$ cat config.mk
export PLATFORM = sky130hd
export DESIGN_NAME = troq_box_table
export DESIGN_NICKNAME = d
export VERILOG_FILES = /design/src/rtl/core/troq_pkg.sv /design/src/rtl/core/troq_box_table.sv
export SDC_FILE = /design/constraint.sdc
export NUM_CORES = 2
export LEC_CHECK = 0
export BUFFER_PORTS_ARGS = -buffer_cell sky130_fd_sc_hd__buf_2
export CAP_MARGIN = 25
export CORE_UTILIZATION = 35
export CTS_CLUSTER_DIAMETER = 150
export DETAILED_ROUTE_END_ITERATION = 10
export HOLD_SLACK_MARGIN = 0.05
export MAX_ROUTING_LAYER = met4
export PLACE_DENSITY = 0.51
export SKIP_LAST_GASP = 1
export SLEW_MARGIN = 20
export SYNTH_ARGS = -nofsm -noshare
export SYNTH_HDL_FRONTEND = slang
export SYNTH_SLANG_ARGS = --single-unit
$ cat constraint.sdc
create_clock -name clk -period 3.1 [get_ports clk]
set_input_delay 0.31 -clock clk [delete_from_list [all_inputs] [get_ports clk]]
set_output_delay 0.31 -clock clk [all_outputs]
set_load 0.02 [all_outputs]
$ cat src/rtl/core/troq_pkg.sv
// ----------------------------------------------------------------------------
// troq_pkg
// Shared types and constants of the tile region occupancy query block.
// ----------------------------------------------------------------------------
`default_nettype none

package troq_pkg;

	localparam int DEF_NUM_REGIONS  = 16;
	localparam int DEF_REGION_TILES = 1024;

	localparam int COORD_W  = 32;
	localparam int WORD_W   = 32;
	localparam int REGION_W = 4;
	localparam int SLOT_W   = 10;

	localparam int S_TDATA_W = 176;
	localparam int M_TDATA_W = 40;

	typedef enum logic [1:0] {
		ACT_BOUNDS = 2'd0,
		ACT_TILE   = 2'd1,
		ACT_QUERY  = 2'd2,
		ACT_NONE   = 2'd3
	} action_t;

	typedef enum logic [1:0] {
		ST_LOAD_DONE = 2'd0,
		ST_HIT       = 2'd1,
		ST_NO_REGION = 2'd2,
		ST_BEYOND    = 2'd3
	} status_t;

	typedef enum logic [2:0] {
		S_IDLE,
		S_READ,
		S_CMP,
		S_MUL,
		S_IDX,
		S_TRD,
		S_DONE
	} state_t;

	typedef struct packed {
		logic [COORD_W-1:0] min_x;
		logic [COORD_W-1:0] min_y;
		logic [COORD_W-1:0] max_x;
		logic [COORD_W-1:0] max_y;
	} box_t;

endpackage

`default_nettype wire

$ cat src/rtl/core/troq_box_table.sv
// ----------------------------------------------------------------------------
// troq_box_table
// Region bounds store: one write port, one registered read port, valid bit
// per region so that an unloaded region reads as an all-zero box.
// ----------------------------------------------------------------------------
`default_nettype none

module troq_box_table import troq_pkg::*; #(
	parameter int NUM_REGIONS = DEF_NUM_REGIONS,
	parameter int AW          = (NUM_REGIONS > 1) ? $clog2(NUM_REGIONS) : 1
) (
	input  wire logic          clk,
	input  wire logic          arst_n,
	input  wire logic          wr_en,
	input  wire logic [AW-1:0] wr_addr,
	input  wire box_t          wr_box,
	input  wire logic [AW-1:0] rd_addr,
	output box_t               rd_box
);

	box_t                   box_mem [NUM_REGIONS];
	logic [NUM_REGIONS-1:0] vld_q;
	box_t                   rd_data_q;
	logic                   rd_vld_q;

	always_ff @(posedge clk or negedge arst_n) begin
		if (!arst_n) begin
			vld_q    <= '0;
			rd_vld_q <= 1'b0;
		end else begin
			if (wr_en) begin
				vld_q[wr_addr] <= 1'b1;
			end
			rd_vld_q <= vld_q[rd_addr];
		end
	end

	always_ff @(posedge clk) begin
		if (wr_en) begin
			box_mem[wr_addr] <= wr_box;
		end
		rd_data_q <= box_mem[rd_addr];
	end

	// unloaded region reads as zero bounds
	assign rd_box = rd_vld_q ? rd_data_q : '0;

endmodule

`default_nettype wire

==> impl_metrics.env <==
export IMPL_vias_per_cell=5.20
export IMPL_hp_class="input pin to register"
export IMPL_syn_area_sq_um=80900
export IMPL_tritoncts="done"
export IMPL_drc_errors=0
export IMPL_cp_num_buf_inv=2
export IMPL_dp_hpwl_um=113000
export IMPL_stdcell_area_sq_um=96000
export IMPL_fin_crit_ns=2.85
export IMPL_worstPathMaxFanout=46
export IMPL_seq_power_share_pct=52.4
export IMPL_nets=4276
export IMPL_placed_area_sq_um=87300
export IMPL_wl_per_cell_um=28.3
export IMPL_cts_max_level=4
export IMPL_whs_ns=0.165
export IMPL_grt_pass1_wl_um=299000
export IMPL_ys_seq_elements=2193
export IMPL_mostFrequentLayoutCell="edfxtp_1"
export IMPL_intPower_mw=49.7
export IMPL_ys_seq_area_share_pct=79.7
export IMPL_wl_um=209000
export IMPL_die_width_um=483
export IMPL_rows=176
export IMPL_max_clock_path_buffers=3
export IMPL_core_area_sq_um=230000
export IMPL_yosys_top_cells_area="edfxtp_1 (76%), mux4_2 (13%), dfxtp_1 (3.2%), a22oi_1 (2.1%), mux2_2 (1.4%)"
export IMPL_drt_iter0_markers=3441
export IMPL_rsz0062_at_grt="no"
export IMPL_clk_pin_slew_ns=0.06
export IMPL_syn_instance_count=3550
export IMPL_synth_area_per_cell_sq_um=22.8
export IMPL_first_pass_iters=7
export IMPL_grt_use_met2_pct=29.3
export IMPL_drv_cap=0
export IMPL_power_switching_mw=14.1
export IMPL_finalNonFillerCells=7387
export IMPL_portBuffers=266
export IMPL_p_leak_nw=31.0
export IMPL_comb_power_share_pct=6.2
export IMPL_clkLatencyLatePin_ns=0.88
export IMPL_dpl_cell_count=6804
export IMPL_num_vias=38400
export IMPL_yosys_area_top_type="edfxtp_1"
export IMPL_pre_cts_slack_ns=0.654
export IMPL_ys_types=25
export IMPL_power_total_mw=63.8
export IMPL_synth_top_area_share_pct=76.0
export IMPL_ys_warn_count=0
export IMPL_tightest_slew_ns=0.884
export IMPL_timing_slew_headroom_pct=41.1
export IMPL_crit_type="register to primary output"
export IMPL_endpoint_kind="primary output"
export IMPL_start_util_pct=35.2
export IMPL_dieArea_sq_um=233000
export IMPL_required_ns=2.79
export IMPL_p_sw_share_pct=22.2
export IMPL_fin_setup_tns_ns=0
export IMPL_clockRootBuffer="clkbuf_16"
export IMPL_antenna_found_initial=42
export IMPL_max_freq_mhz=351
export IMPL_cpPeakStageDelay_ns=0.78
export IMPL_cts_setup_buffers=0
export IMPL_drive_gt1_share_pct=31.3
export IMPL_status="finished clean"
export IMPL_power_density_nw_per_um2=665
export IMPL_syn_nets=3689
export IMPL_place_gp_congestion=0.701
export IMPL_detail_route_antenna_nets=0
export IMPL_cts_made_buffers=221
export IMPL_grt_busiest_layer="met2"
export IMPL_grt_use_met3_pct=3.21
export IMPL_grt_ovfl_total=0
export IMPL_grtUsageMet1_pct=25.2
export IMPL_worst_slack_ns=0.253
export IMPL_crit_arrival_ns=2.54
export IMPL_peakVddDrop_uv=498
export IMPL_final_cell_mix="edfxtp_1 (2048), mux4_2 (464), buf_2 (263)"
export IMPL_slew_viol_final=0
export IMPL_hold_violations=0
export IMPL_grt_pass1_vias=40500
export IMPL_slowest_stage="dfrtp_4"
export IMPL_skew_ns=0.0611
export IMPL_finalSetupViolations=0
export IMPL_path_cells="buf_12 > and2_1 > buf_2"
export IMPL_area_delta_synth_final_pct=18.7
export IMPL_dieHeight_um=483
export IMPL_crit_family="flip-flops"
export IMPL_pin_count=267
export IMPL_grt_max_degree=77
export IMPL_startpoint_type="register"
export IMPL_grtUsageTotal_pct=18.5
export IMPL_power_frac_clock_pct=41.4
export IMPL_cts_sinks=2193
export IMPL_fin_crit_sh_pct=91.8
export IMPL_final_util_pct=41.8
-- cells in the mapped netlist, drive strengths merged --
cell type  instances
edfxtp          2048
mux4             464
a22oi            226
and2             130
dfxtp            128
buf              123
nand2            106
mux2             104
clkbuf            70
o22ai             32
o221ai            26
o21ai             20
or2               18
dfrtp             17
nor2              14
mux2i              6
nand2b             6
nor2b              4
nor3               4
nand3b             2
nand3              1
or3b               1
-- flip-flops by register name, indices dropped and copies added (netlist names) --
name       count
box_mem     2048
rd_vld_q       1
rd_data_q    128
vld_q         16
-- layer usage --
metal	part of all wire, %	routed length [um]
met1	44	91900
met2	49	102000
met5	0	0
met3	5.4	11300
met4	1.7	3580
-- what timing repair did --
item / CTS / global route
hold buffers: 136 / 0
endpoints found under the hold margin: 2072 / 0
resized for setup: 0 / 0
endpoints found under the setup margin: 0 / 0
-- power groups by stage --
stage / registers [mW] / logic [mW] / clock network (mW)
finish: 33.4 / 3.98 / 26.4
global route: 33.5 / 4.31 / 28.1
CTS: 33.5 / 4.11 / 27.0
floorplan: 33.9 / 2.21 / 0
global placement: 34.1 / 3.89 / 0
detailed placement: 34.1 / 3.92 / 0
-- final timing paths --
check                                 end              from  cells after the start  slack [ns]
max in group asynchronous        rd_vld_q            arst_n                      3        1.85
max reg2reg                rd_data_q[127]  box_mem[11][127]                      3        1.62
max                             rd_box[4]          rd_vld_q                      3        0.25
min in group asynchronous        vld_q[1]            arst_n                      3        0.69
min                         rd_data_q[21]        rd_addr[1]                      4        0.16
min reg2reg                      vld_q[3]          vld_q[3]                      1        0.46
-- final cells by class --
type                       instances  area [sq um]
timing repair buffer             557          4840
sequential                      2193         64500
multi-input combinational       1164         15600
fill                           20100        134000
tap                             3026          3790
clock inverter                   119          1200
clock buffer                     301          6040
antenna                           27          67.6
-- logic make-up (layout without fill, tap and decap cells) --
kind of cell	count (synthesis)	in the layout	synth area share, %
AO/OA/AOI/OAI	304	304	2.75
buffers and inverters	193	977	1.26
flip-flops	2193	2193	79.7
multiplexers	574	574	14.4
other	0	27	0
AND/OR/NAND/NOR	286	286	1.84
-- worst min-delay path, delay by kind of cell --
family                 cells  cell delay, ns
multiplexers               1            0.30
buffers and inverters      1            0.23
AO/OA/AOI/OAI              1            0.06
AND/OR/NAND/NOR            1            0.06
Note: power is estimated with default switching activity, not from simulation.
